`src/design/lle_pkg.sv`:
```
package lle_pkg;

  // Image and arithmetic sizes
  localparam int MAX_WIDTH   = 1024;
  localparam int SAMPLE_BITS = 32;
  localparam int DATA_W      = 32;
  localparam int LVL_W       = DATA_W + 1;
  localparam int STEP_W      = 31;
  localparam int MODE_W      = 3;
  localparam int ROW_W       = 11;
  localparam int ADDR_W      = $clog2(MAX_WIDTH);
  localparam int CNT_W       = $clog2(MAX_WIDTH + 1);
  localparam int DIV_STAGES  = DATA_W;

  // Configuration port
  localparam int NUM_REGS = 4;
  localparam int IDX_W    = $clog2(NUM_REGS);
  localparam int PADDR_W  = IDX_W + 2;
  localparam int PDATA_W  = 32;

  // Result encoding and output queue
  localparam int MARK_W     = 8;
  localparam int OUTQ_DEPTH = 4;
  localparam int QA_W       = $clog2(OUTQ_DEPTH);
  localparam int QC_W       = $clog2(OUTQ_DEPTH + 1);
  localparam logic [MARK_W-1:0] MARK_ON  = MARK_W'(255);
  localparam logic [MARK_W-1:0] MARK_OFF = MARK_W'(0);

  typedef enum logic [IDX_W-1:0] {
    REG_OFFSET = 2'd0,
    REG_STEP   = 2'd1,
    REG_MODE   = 2'd2,
    REG_WIDTH  = 2'd3
  } reg_idx_t;

  typedef enum logic [MODE_W-1:0] {
    MODE_NONE   = 3'd0,
    MODE_LINES  = 3'd1,
    MODE_SINGLE = 3'd2,
    MODE_LOWER  = 3'd3,
    MODE_UPPER  = 3'd4,
    MODE_BAND   = 3'd5
  } mode_t;

  // Register reset values
  localparam logic signed [DATA_W-1:0] OFFSET_RST = '0;
  localparam logic [STEP_W-1:0]        STEP_RST   = STEP_W'(65536);
  localparam mode_t                    MODE_RST   = MODE_LINES;
  localparam logic [ROW_W-1:0]         WIDTH_RST  = ROW_W'(1024);

  // Effective configuration seen by the datapath
  typedef struct packed {
    logic signed [DATA_W-1:0] offset;
    logic [STEP_W-1:0]        step;
    mode_t                    mode;
    logic [CNT_W-1:0]         width;
  } cfg_t;

  // One sample with its position and line-buffer write-back
  typedef struct packed {
    logic signed [DATA_W-1:0] value;
    logic [ADDR_W-1:0]        col;
    logic                     first_row;
    logic                     last;
    logic                     wr_en;
    logic [ADDR_W-1:0]        wr_addr;
  } pix_t;

  // One queued result; last adds the right-column zero with row_end
  typedef struct packed {
    logic marked;
    logic last;
  } res_t;

endpackage

```
`src/design/lle_outq.sv`:
```
module lle_outq import lle_pkg::*; (
  input  logic              clk,
  input  logic              rst,
  input  logic              push,
  input  res_t              push_res,
  output logic              adv,
  output logic              mark_valid,
  input  logic              mark_ready,
  output logic [MARK_W-1:0] mark,
  output logic              row_end
);

  res_t            q [OUTQ_DEPTH];
  logic [QA_W-1:0] head;
  logic [QA_W-1:0] tail;
  logic [QC_W-1:0] count;
  logic            phase;
  logic            xfer;
  logic            pop;

  // Room for one more item; the count is registered so ready does not see mark_ready
  assign adv        = count != QC_W'(OUTQ_DEPTH);
  assign mark_valid = count != '0;
  assign xfer       = mark_valid & mark_ready;
  assign pop        = xfer & (phase | !q[head].last);

  // phase 1 shows the right-column zero that closes a row
  assign mark    = (!phase && q[head].marked) ? MARK_ON : MARK_OFF;
  assign row_end = phase;

  always_ff @(posedge clk) begin
    if (rst) begin
      head  <= '0;
      tail  <= '0;
      count <= '0;
      phase <= 1'b0;
    end else begin
      if (push) begin
        tail <= (tail == QA_W'(OUTQ_DEPTH - 1)) ? '0 : tail + 1'b1;
      end
      if (pop) begin
        head <= (head == QA_W'(OUTQ_DEPTH - 1)) ? '0 : head + 1'b1;
      end
      if (xfer) begin
        phase <= !pop;
      end
      count <= QC_W'(count + QC_W'(push) - QC_W'(pop));
    end
  end

  always_ff @(posedge clk) begin
    if (push) begin
      q[tail] <= push_res;
    end
  end

endmodule

```
`config.mk`:
```
export PLATFORM = sky130hd
export DESIGN_NAME = lle_outq
export DESIGN_NICKNAME = d
export VERILOG_FILES = /design/src/design/lle_pkg.sv /design/src/design/lle_outq.sv
export SDC_FILE = /design/constraint.sdc
export NUM_CORES = 1
export LEC_CHECK = 0
export ABC_CLOCK_PERIOD_IN_PS = 2250
export BUFFER_PORTS_ARGS = -buffer_cell sky130_fd_sc_hd__buf_2
export CORE_UTILIZATION = 47
export DETAILED_ROUTE_END_ITERATION = 8
export PLACE_DENSITY = 0.82
export SETUP_SLACK_MARGIN = 0.1
export SLEW_MARGIN = 30
export SYNTH_ARGS = -nofsm -noshare
export SYNTH_HDL_FRONTEND = slang
export SYNTH_SLANG_ARGS = --single-unit
```
`constraint.sdc`:
```
create_clock -name clk -period 2.25 [get_ports clk]
set_clock_uncertainty 0.2 [all_clocks]
set_input_delay 0.225 -clock clk [delete_from_list [all_inputs] [get_ports clk]]
set_output_delay 0.225 -clock clk [all_outputs]
set_load 0.005 [all_outputs]
```
# Yosys cells after proc, flatten, opt, wreduce, memory -nomap -nowiden
# Memories as Yosys holds them, arrays and structs flattened. A register that Yosys moved wholly into a read port is not among the register bits.
# Index checks and enable logic that the tools add are counted.
dict set report op_classes {
  add_sub_neg 4
  n_eq_ne 3
  muxes 7
  bitwise 3
  n_reduce_logical 5
}
# cell n
set ops {}
lappend ops {{2-bit two-way mux} 4}
lappend ops {{8-bit two-way mux} 1}
lappend ops {{2-bit by 1-bit adder with 2-bit output (second input constant)} 2}
lappend ops {{2-bit == test (second input constant)} 2}
lappend ops {{3-bit by 1-bit adder with 3-bit output} 1}
lappend ops {{1-bit zero test} 3}
lappend ops {{3-bit != test (second input constant)} 1}
lappend ops {{3-bit nonzero test} 1}
lappend ops {{3-bit by 1-bit subtractor with 3-bit output} 1}
lappend ops {{1-bit bitwise AND} 2}
lappend ops {{1-bit two-way mux} 2}
lappend ops {{1-bit logical AND} 1}
lappend ops {{1-bit bitwise OR} 1}
dict set report totals {
  regBits 8
  mem_bits_rw 8
  in_bits 6
  out_inout_bits 11
  mem_count 1
}
# name depth word_bits rd rd_clocked_by_memory_dff write_ports line
set mem_list {}
lappend mem_list {q 4 2 1 1 1 lle_outq.sv:13} ;# res_t q [OUTQ_DEPTH];

# Logic depth before layout (Yosys ltp)
dict set report depth {
  ltp_word 5
  mapped_depth 9
  mapped_depth_nobuf 9
}

# Worst setup path before layout
# No wires, ideal clock.
dict set report synth_timing {
  path_kind {register -> register}
  startpoint {register (tool-made name)}
  endpoint {register count[2]}
  t_arrival_ps 2164
  path_slack_ps -241
  path_stages_with_launch 10
  n_path_buf 0
  path_cell_list {dfxtp_1 > mux2_1 > a221oi_2 > ha_1 > inv_1 > ha_1 > fa_1 > xnor2_1 > xnor2_1 > nor2_1}
}
# item line
set synth_rtl {}
lappend synth_rtl {{end signal: assignment} lle_outq.sv:47} ;# count <= QC_W'(count + QC_W'(push) - QC_W'(pop));
lappend synth_rtl {{end: declaration} lle_outq.sv:16} ;# logic [QC_W-1:0] count;

==> results.cfg <==
[finish]
layout-drive-gt1-share_pct = 38.7
layout.nets = 108
n_fill_cell = 144
multiInputGateArea_um2 = 389
fin_cells = 118
syn2layout_area_growth_pct = 22.5
final-seq-area_um2 = 444
diodes = 0

[cts]
root_buffer = clkbuf_4
numClockSinks = 18
clk_latency_ns = 0.29
clk_pin_slew_ns = 0.10
cts_buffers = 3
cts.path.max_buffers = 2
cts_tree = built
htree_levels = 1

[global_routing]
grt_max_degree = 11
grt_overflow = 0
grt_pass1_wl_um = 2040
gr-usage-all-layers_pct = 14.4
grt_pass1_vias = 490
antenna_found_initial = 0

[timing]
tightest_slew_ns = 0.184
fmax_mhz = 428
fin_crit_sh_pct = 104
drv_slew = 0
grt_setup_unrepaired = yes
fin_crit_ns = 2.33
hold_viol = 0
fin_ws_ns = -0.0846
setup_viol = 2
fin_setup_tns_ns = -0.162
relSlewSlack_pct = 87.4

[logic_synthesis]
synth-warning-count = 0
synth.area.mux_share_pct = 11.1
synthSimpleGateAreaFrac_pct = 12.4
syn_nets = 86
synthXorXnorAreaFrac_pct = 1.99
synthAdderAreaFrac_pct = 12.3
synth_compound_area_share_pct = 3.13
synth_top_family_by_area = simple AND/OR/NAND/NOR gates
synth_cells = 72
avgSynthCellArea_um2 = 12.2
ys_ff_latch = 18
netlist_area_um2 = 878
netlist-cell-type-count = 22
synth_seq_area_share_pct = 50.1

[outcome]
failed_checks = negative setup slack
status = finished, violations left

[detailed_routing]
antenna_left = 0
drc_errors = 0
avgRoutedWirePerCell_um = 10.1
vias = 539
wl_um = 1190
vias_per_cell = 4.57
drtIter0Drc = 5
first_pass_iters = 4

[setup_path]
worstPathMaxFanout = 2
crit_type = flop to flop
crit_required_ns = 2.24
crit_chain = mux2_4 > a221oi_4 > ha_1 > inv_1 > ha_2 > fa_2 > xnor2_2 > xnor2_1 > nor2_1
slowest_delay_ns = 0.40
critPathSlowestCell = edfxtp_1
crit_family = adder cells
worst-path-buf-inv = 1
end_kind = flop
startpoint_type = flop
critPathArrivalTime_ns = 2.33

[die]
dieWidth_um = 45.2
core_region_area_um2 = 1750
initial_core_util_pct = 50.3
row_count = 15
io_pins = 17
die-area_um2 = 2050
fp.dieH_um = 45.2

[power_and_ir_drop]
cellPowerDensity_nw_per_um2 = 984
total_power_mw = 1.06
p_leak_nw = 0.473
peakVddDrop_uv = 687

[placed_design]
hpwl_um = 985
port_buffers = 16
dpl.cell_count = 111
place.gp.congestion = 0.733

[hold_path]
hp-class = primary input to flop

[run]
maxCapViolations = 0
## cell families after synthesis
logic type | Yosys count
AND/OR/NAND/NOR | 20
flip-flops | 18
buffers and inverters | 14
adder cells (fa/ha/maj) | 8
multiplexers | 7
AO/OA/AOI/OAI | 3
XOR/XNOR | 2
## placed cells by master (no fill, tap or decap), types with 2 or more instances in the layout
cell           count
and2_1             4
buf_2             16
buf_4              7
clkbuf_4           3
dfxtp_1            9
dlygate4sd3_1      2
edfxtp_1           8
ha_1               6
inv_1              6
mux2_4             3
mux2i_1            3
nand2b_1           2
nor2_1             5
nor2b_1            4
nor3_1             2
## Yosys cell counts
cell type   n  area, µm²
a21oi_1     1       5.00
a221oi_2    1       15.0
and2_1      4       25.0
buf_4       7       52.6
clkbuf_1    1       3.75
dfxtp_1    10        200
edfxtp_1    8        240
fa_1        1       20.0
ha_1        7       87.6
inv_1       6       22.5
mux2_1      1       11.3
mux2_4      2       30.0
mux2i_1     3       30.0
mux4_1      1       26.3
nand2b_1    2       12.5
nand3_1     1       5.00
nor2_1      5       18.8
nor2b_1     5       31.3
nor3_1      2       10.0
o31ai_1     1       7.51
or3_1       1       6.26
xnor2_1     2       17.5
## final cells by class
type | instances | share of cell area [%]
clock buffer | 4 | 3.37
inverter | 6 | 2.09
multi-input combinational | 40 | 36.2
sequential | 18 | 41.3
tap | 25 | 2.91
timing repair buffer | 25 | 14.2
## repair_timing
item                                   4_1_cts  5_1_grt
resized for setup                            3        1
pin swaps                                    4        0
endpoints found under the hold margin        8        0
setup buffers                                1        0
hold buffers                                 2        0
setup endpoints to repair                    2        8
## metrics by stage
step                      utilization (%)  area, µm²  setup WS, ns  hold WS (ns)
final                                61.6       1080       -0.0846        0.0103
after global routing                 61.6       1080        -0.166        0.0225
after CTS                            61.5       1070       -0.0965        0.0158
after detailed placement             57.5       1000        -0.141         0.242
after global placement               57.5       1000       -0.0639         0.243
after floorplan                         -        903        -0.121         0.124
## worst paths after layout
kind	from	to	depth (start not counted)	slack, ns
max reg2reg	q[0][0]	count[2]	9	-0.08
min	rst	count[2]	2	0.01
max	q[0][0]	count[2]	9	-0.08
min reg2reg	head[1]	flop	2	0.33
## layer usage
layer,vias to the layer above,share of wire [%],track usage (%)
met1,243,44,17.1
met5,-,0,0
met4,0,2.3,9.09
met2,15,49,24.1
met3,4,3.8,2.40
li1,277,-,-
## report_power, final
part,switching [mW],internal [mW],leakage [nW],total (mW)
Sequential,0.0351,0.396,0.156,0.431
Clock,0.0933,0.0985,0.0210,0.192
Combinational,0.185,0.250,0.296,0.435
Total,0.314,0.745,0.473,1.06
Power figures use the tool's default switching activity.
