[src/design/lle_pkg.sv]
package lle_pkg;

  // Image and arithmetic sizes
  localparam int MAX_WIDTH   = 1024;
  localparam int SAMPLE_BITS = 32;
  localparam int DATA_W      = 32;
  localparam int LVL_W       = DATA_W + 1;
  localparam int STEP_W      = 31;
  localparam int MODE_W      = 3;
  localparam int ROW_W       = 11;
  localparam int ADDR_W      = $clog2(MAX_WIDTH);
  localparam int CNT_W       = $clog2(MAX_WIDTH + 1);
  localparam int DIV_STAGES  = DATA_W;

  // Configuration port
  localparam int NUM_REGS = 4;
  localparam int IDX_W    = $clog2(NUM_REGS);
  localparam int PADDR_W  = IDX_W + 2;
  localparam int PDATA_W  = 32;

  // Result encoding and output queue
  localparam int MARK_W     = 8;
  localparam int OUTQ_DEPTH = 4;
  localparam int QA_W       = $clog2(OUTQ_DEPTH);
  localparam int QC_W       = $clog2(OUTQ_DEPTH + 1);
  localparam logic [MARK_W-1:0] MARK_ON  = MARK_W'(255);
  localparam logic [MARK_W-1:0] MARK_OFF = MARK_W'(0);

  typedef enum logic [IDX_W-1:0] {
    REG_OFFSET = 2'd0,
    REG_STEP   = 2'd1,
    REG_MODE   = 2'd2,
    REG_WIDTH  = 2'd3
  } reg_idx_t;

  typedef enum logic [MODE_W-1:0] {
    MODE_NONE   = 3'd0,
    MODE_LINES  = 3'd1,
    MODE_SINGLE = 3'd2,
    MODE_LOWER  = 3'd3,
    MODE_UPPER  = 3'd4,
    MODE_BAND   = 3'd5
  } mode_t;

  // Register reset values
  localparam logic signed [DATA_W-1:0] OFFSET_RST = '0;
  localparam logic [STEP_W-1:0]        STEP_RST   = STEP_W'(65536);
  localparam mode_t                    MODE_RST   = MODE_LINES;
  localparam logic [ROW_W-1:0]         WIDTH_RST  = ROW_W'(1024);

  // Effective configuration seen by the datapath
  typedef struct packed {
    logic signed [DATA_W-1:0] offset;
    logic [STEP_W-1:0]        step;
    mode_t                    mode;
    logic [CNT_W-1:0]         width;
  } cfg_t;

  // One sample with its position and line-buffer write-back
  typedef struct packed {
    logic signed [DATA_W-1:0] value;
    logic [ADDR_W-1:0]        col;
    logic                     first_row;
    logic                     last;
    logic                     wr_en;
    logic [ADDR_W-1:0]        wr_addr;
  } pix_t;

  // One queued result; last adds the right-column zero with row_end
  typedef struct packed {
    logic marked;
    logic last;
  } res_t;

endpackage

[src/design/lle_cfg.sv]
module lle_cfg import lle_pkg::*; (
  input  logic               clk,
  input  logic               rst,
  input  logic               psel,
  input  logic               penable,
  input  logic               pwrite,
  input  logic [PADDR_W-1:0] paddr,
  input  logic [PDATA_W-1:0] pwdata,
  output logic [PDATA_W-1:0] prdata,
  output cfg_t               cfg
);

  logic signed [DATA_W-1:0] level_offset;
  logic [STEP_W-1:0]        level_step;
  mode_t                    extract_mode;
  logic [ROW_W-1:0]         row_width;
  reg_idx_t                 idx;
  logic                     wr;

  assign idx = reg_idx_t'(paddr[PADDR_W-1:2]);
  assign wr  = psel & penable & pwrite;

  // Register writes
  always_ff @(posedge clk) begin
    if (rst) begin
      level_offset <= OFFSET_RST;
      level_step   <= STEP_RST;
      extract_mode <= MODE_RST;
      row_width    <= WIDTH_RST;
    end else if (wr) begin
      case (idx)
        REG_OFFSET: level_offset <= signed'(pwdata[DATA_W-1:0]);
        REG_STEP:   level_step   <= pwdata[STEP_W-1:0];
        REG_MODE:   extract_mode <= mode_t'(pwdata[MODE_W-1:0]);
        REG_WIDTH:  row_width    <= pwdata[ROW_W-1:0];
        default: ;
      endcase
    end
  end

  // Register reads
  always_comb begin
    case (idx)
      REG_OFFSET: prdata = PDATA_W'(unsigned'(level_offset));
      REG_STEP:   prdata = PDATA_W'(level_step);
      REG_MODE:   prdata = PDATA_W'(extract_mode);
      REG_WIDTH:  prdata = PDATA_W'(row_width);
      default:    prdata = '0;
    endcase
  end

  // Effective values: zero step acts as one, width clamped to [2, MAX_WIDTH]
  always_comb begin
    cfg.offset = level_offset;
    cfg.step   = (level_step == '0) ? STEP_W'(1) : level_step;
    cfg.mode   = extract_mode;
    if (int'(row_width) < 2) begin
      cfg.width = CNT_W'(2);
    end else if (int'(row_width) > MAX_WIDTH) begin
      cfg.width = CNT_W'(MAX_WIDTH);
    end else begin
      cfg.width = CNT_W'(row_width);
    end
  end

endmodule

[config.mk]
export PLATFORM = sky130hd
export DESIGN_NAME = lle_cfg
export DESIGN_NICKNAME = d
export VERILOG_FILES = /design/src/design/lle_pkg.sv /design/src/design/lle_cfg.sv
export SDC_FILE = /design/constraint.sdc
export NUM_CORES = 1
export LEC_CHECK = 0
export BUFFER_PORTS_ARGS = -buffer_cell sky130_fd_sc_hd__buf_2
export CORE_UTILIZATION = 30
export CTS_CLUSTER_SIZE = 12
export DETAILED_ROUTE_END_ITERATION = 10
export PLACE_DENSITY_LB_ADDON = 0.25
export SLEW_MARGIN = 0
export SYNTH_ARGS = -nofsm -noshare
export SYNTH_HDL_FRONTEND = slang
export SYNTH_SLANG_ARGS = --single-unit
export TNS_END_PERCENT = 50
[constraint.sdc]
create_clock -name clk -period 0.9 [get_ports clk]
set_clock_uncertainty 0.1 [all_clocks]
set_input_delay 0.045 -clock clk [delete_from_list [all_inputs] [get_ports clk]]
set_output_delay 0.045 -clock clk [all_outputs]
set_load 0.01 [all_outputs]
Word-level counts from Yosys, hierarchy flattened:

Cells that the tools add are included.

* magnitude comparators: 2
* equality and inequality tests: 3
* multiplexer cells: 4
* bitwise operators: 2
* reduce and logical (&&, ||, !) cells: 6

Operator list (count)
* 32-bit case mux with 4 select lines: 1
* 31-bit logical NOT: 1
* 31-bit two-way mux: 1
* 11-bit two-way mux: 2
* 11-bit greater-than comparator (second input constant): 1
* 11-bit by 2-bit < comparator with 1-bit output (second input constant): 1
* 2-bit AND reduction: 4
* 2-bit equality test (second input constant): 2
* 1-bit AND: 2
* 2-bit by 1-bit equality test with 1-bit output (second input constant): 1
* 2-bit logical NOT: 1

* flip-flop bits (word level): 77
* input port bits: 41
* output and inout bits: 109
* word-level logic and storage cells: 21

Logic depth before layout (Yosys ltp):

* word-level depth: 3
* depth in mapped cells: 6
* gate-level depth less buffers: 3

Worst setup path after synthesis:

OpenSTA, ideal clock, no wires.

* path kind: register to output
* from: register row_width[4]
* to: output cfg[1] in the netlist's numbering
* arrival: 0.910 ns
* data required time: 0.755 ns
* setup slack: -0.155 ns
* cell stages (with the launch flop): 4
* buffers on the path: 0
* path through: dfxtp_1 > nor4_1 > nand3_1 > a21oi_1

RTL lines
* start, declared: RTL line lle_cfg.sv:16 `logic [ROW_W-1:0] row_width;`
* start signal, assigned: RTL line lle_cfg.sv:35 `REG_WIDTH: row_width <= pwdata[ROW_W-1:0];`
* end, declared: RTL line lle_cfg.sv:10 `output cfg_t cfg`

==> summary.md <==
| Metric | Value |
|---|---|
| Status | `finished with violations` |
| Failing checks | `setup timing` |
| Mapped Nets | `534` |
| WL/cell | `16.71 um` |
| WHS Endpoint | `level_offset[0]` |
| Layout cells sized above 1 | `54.20%` |
| Synth Area in Compound Gates | `20.95%` |
| Nets | `750` |
| Drt first pass iters | `6` |
| LEAKAGE | `2.902 nW` |
| Gp weighted congestion | `0.7842` |
| Total CTS buffers | `9` |
| Total grt overflow | `0` |
| Hold_sp | `rst` |
| Clock-pin slew on the worst setup and hold paths | `0.06 ns` |
| Seq/Total Area, Yosys | `39.96%` |
| Rows | `41` |
| Area grow syn2layout | `82.94%` |
| Setup ws final | `-0.7760 ns` |
| Final Hold Vio Count | `0` |
| DR vias | `4,477` |
| Initial antenna violation count | `0` |
| Overall Global Routing Usage | `21.50%` |
| Io pins | `150` |
| R2R depth | `4` |
| Post-Synth XOR/XNOR Area | `0%` |
| Skew-Pair Late Insertion Delay | `0.33 ns` |
| Measured slew at the worst slew-check pin | `0.4131 ns` |
| Reg-to-reg endpoint | `level_step[16]` |
| Crit share post-route | `186.2%` |
| Final Routed Wirelength | `14,810 um` |
| Die area | `0.01332 mm^2` |
| Highest Clock Rate | `0.5967 GHz` |
| Yosys cell types | `30` |
| Worst-path fanout max | `2` |
| Port buffer count | `147` |
| Die width | `115.4 um` |
| Die height | `115.4 um` |
| Final slew viol count | `0` |
| TNS Setup | `-25.23 ns` |
| Vias per cell | `5.053` |
| Initial core utilization | `30.69%` |
| Ant diodes | `0` |
| Slew HR | `72.46%` |
| Critical path class | `flop to output pin` |
| Syn Area/Cell | `7.824 um^2` |
| Worst path arrival time | `1.53 ns` |
| Pin count of the biggest net entering global routing | `44` |
| Detailed Route Iter0 Violations | `280` |
| Clock Sinks | `77` |
| Yosys warnings | `0` |
| R2r setup slk | `-0.03 ns` |
| Largest family of logic cells by synthesized area | `compound AO/OA/AOI/OAI gates` |
| Hold Crit Depth | `3` |
| Fin crit period | `1.676 ns` |
| Mux cell area share after synthesis | `9.017%` |
| Hpwl dp | `9444 um` |
| Maximum VDD drop | `0.8491 mV` |
| CTS H-Tree Depth | `3` |
| Root buffer cell | `clkbuf_16` |
| Vias in the first global route | `4,178` |
| Adder-Cell Fraction of Synth Area | `0%` |
| Antenna-violating nets left | `0` |
| Filler cells | `1,090` |
| RSZ-0062 raised after global routing | `true` |
| Synth Area in Simple Gates | `19.14%` |
| First-pass GRT wire length | `22,080 um` |
| # setup viols final | `113` |
| Cell count after synthesis | `493` |
| Worst Path Required | `0.75 ns` |
| Post-synthesis register bit count | `77` |
| CP Capture Type | `output pin` |
| Max cap viols | `0` |
| DRC | `0` |
| Critical Path Source Type | `flop` |
| PD cells | `1184 mW/mm^2` |
| Hold Path Class | `input pin to flop` |
| Cell area after synthesis | `0.003857 mm^2` |
| TritonCTS clock tree | `done` |
| Total core area | `0.01257 mm^2` |
| Design Power | `8.358 mW` |
| Max clock buf depth | `2` |
| Worst r2r src | `level_step[16]` |
cell type report:
cell class	instances	area, um^2	area share [%]
tap	172	215.2	3.050
clock inverter	5	50.05	0.7092
timing repair buffer	286	2773	39.29
inverter	1	3.754	0.05319
clock buffer	11	242.7	3.440
sequential	77	1643	23.28
multi-input combinational	334	2130	30.18
how the worst max path moves through the flow:
stage | start | end | slack [ns]
floorplan | row_width[4] | cfg[1] | -0.15
CTS | level_step[17] | cfg[14] | -0.84
detailed placement | level_step[2] | cfg[14] | -0.51
finish | level_step[23] | cfg[14] | -0.78
global placement | level_step[2] | cfg[14] | -0.49
global route | level_step[23] | cfg[14] | -0.88
report_power, final:
group / total (mW) / internal (mW) / switching, mW / leakage, nW
logic: 1.27 / 0.631 / 0.640 / 2.10
clock network: 3.60 / 2.20 / 1.39 / 0.149
registers: 3.49 / 3.45 / 0.0427 / 0.656
total: 8.36 / 6.28 / 2.08 / 2.90
sequential cells by signal, indices dropped and copies added (netlist names):
signal / count
row_width: 11
level_step: 31
level_offset: 32
extract_mode: 3
worst max-delay path, stage by stage (launching register included):
cell	delay, ns
dfxtp_2	0.34
nor4_4	0.29
nand4_1	0.20
o21bai_2	0.20
buf_2	0.16
stage by stage:
| stage | instance area (um^2) | setup WS, ns | hold WS (ns) | instances | utilization [%] |
|---|---|---|---|---|---|
| 2_1_floorplan | 3990 | -0.1543 | 0.07578 | 493 | - |
| 3_3_place_gp | 5318 | -0.4903 | 0.2111 | 815 | 42.31 |
| 3_5_place_dp | 5318 | -0.5062 | 0.2192 | 815 | 42.31 |
| 4_1_cts | 6649 | -0.8443 | 0.04198 | 870 | 52.90 |
| 5_1_grt | 7057 | -0.8786 | 0.05206 | 886 | 56.15 |
| 6_report | 7057 | -0.7760 | 0.05220 | 886 | 56.15 |
logic make-up after synthesis:
family / Yosys count
AO/OA/AOI/OAI: 161
buffers and inverters: 82
AND/OR/NAND/NOR: 142
multiplexers: 31
flip-flops: 77
synthesized netlist by cell type:
master    count  share of area [%]
clkbuf_1     50                4.9
nand2b_2      1               0.23
o21ai_1      14                1.8
o21bai_1      1               0.19
nand4_1       2               0.32
mux4_2        3                1.8
nor3_1        2               0.26
and3_1        1               0.16
mux2i_1      28                7.3
nand3_2       2               0.52
nor2_1       21                2.0
buf_8         1               0.39
nand3_1      77                 10
and2b_2       1               0.23
nor2_4        1               0.29
buf_6         8                2.3
buf_2        16                2.1
a21oi_1      75                9.7
nor2b_1       9                1.5
nor4_1        8                1.3
or2_2         1               0.16
o21ai_0      71                9.2
nand2b_1      1               0.16
inv_1         1              0.097
nand2_1       9               0.88
and3b_1       1               0.23
buf_4         6                1.2
nand3b_1      3               0.58
and2_1        2               0.32
dfxtp_1      77                 40
repair_timing:
item | 4_1_cts | 5_1_grt
pin swaps | 34 | 36
gates resized for setup | 188 | 102
endpoints found under the setup margin | 146 | 140
cloned | 0 | 0
hold buffers | 32 | 0
endpoints found under the hold margin | 77 | 0
setup buffers | 10 | 32
placed cells by master, fill, tap and decap left out, drive strengths merged, types with 9 or more instances in the layout:
cell type and instances:
a21oi 75, buf 254, clkbuf 11, dfxtp 77, dlygate4sd3 32, mux2i 28, nand2 9, nand3 79
nor2 22, nor2b 9, o21ai 85
routing by layer:
| metal | vias to the layer above | track usage [%] | routed length (um) |
|---|---|---|---|
| met3 | 23 | 4.639 | 675 |
| met1 | 2166 | 27.16 | 6268 |
| met2 | 134 | 36.53 | 7625 |
| met4 | 0 | 6.494 | 238 |
| met5 | - | 0 | 0 |
| li1 | 2154 | - | - |
Power figures use the tool's default switching activity.
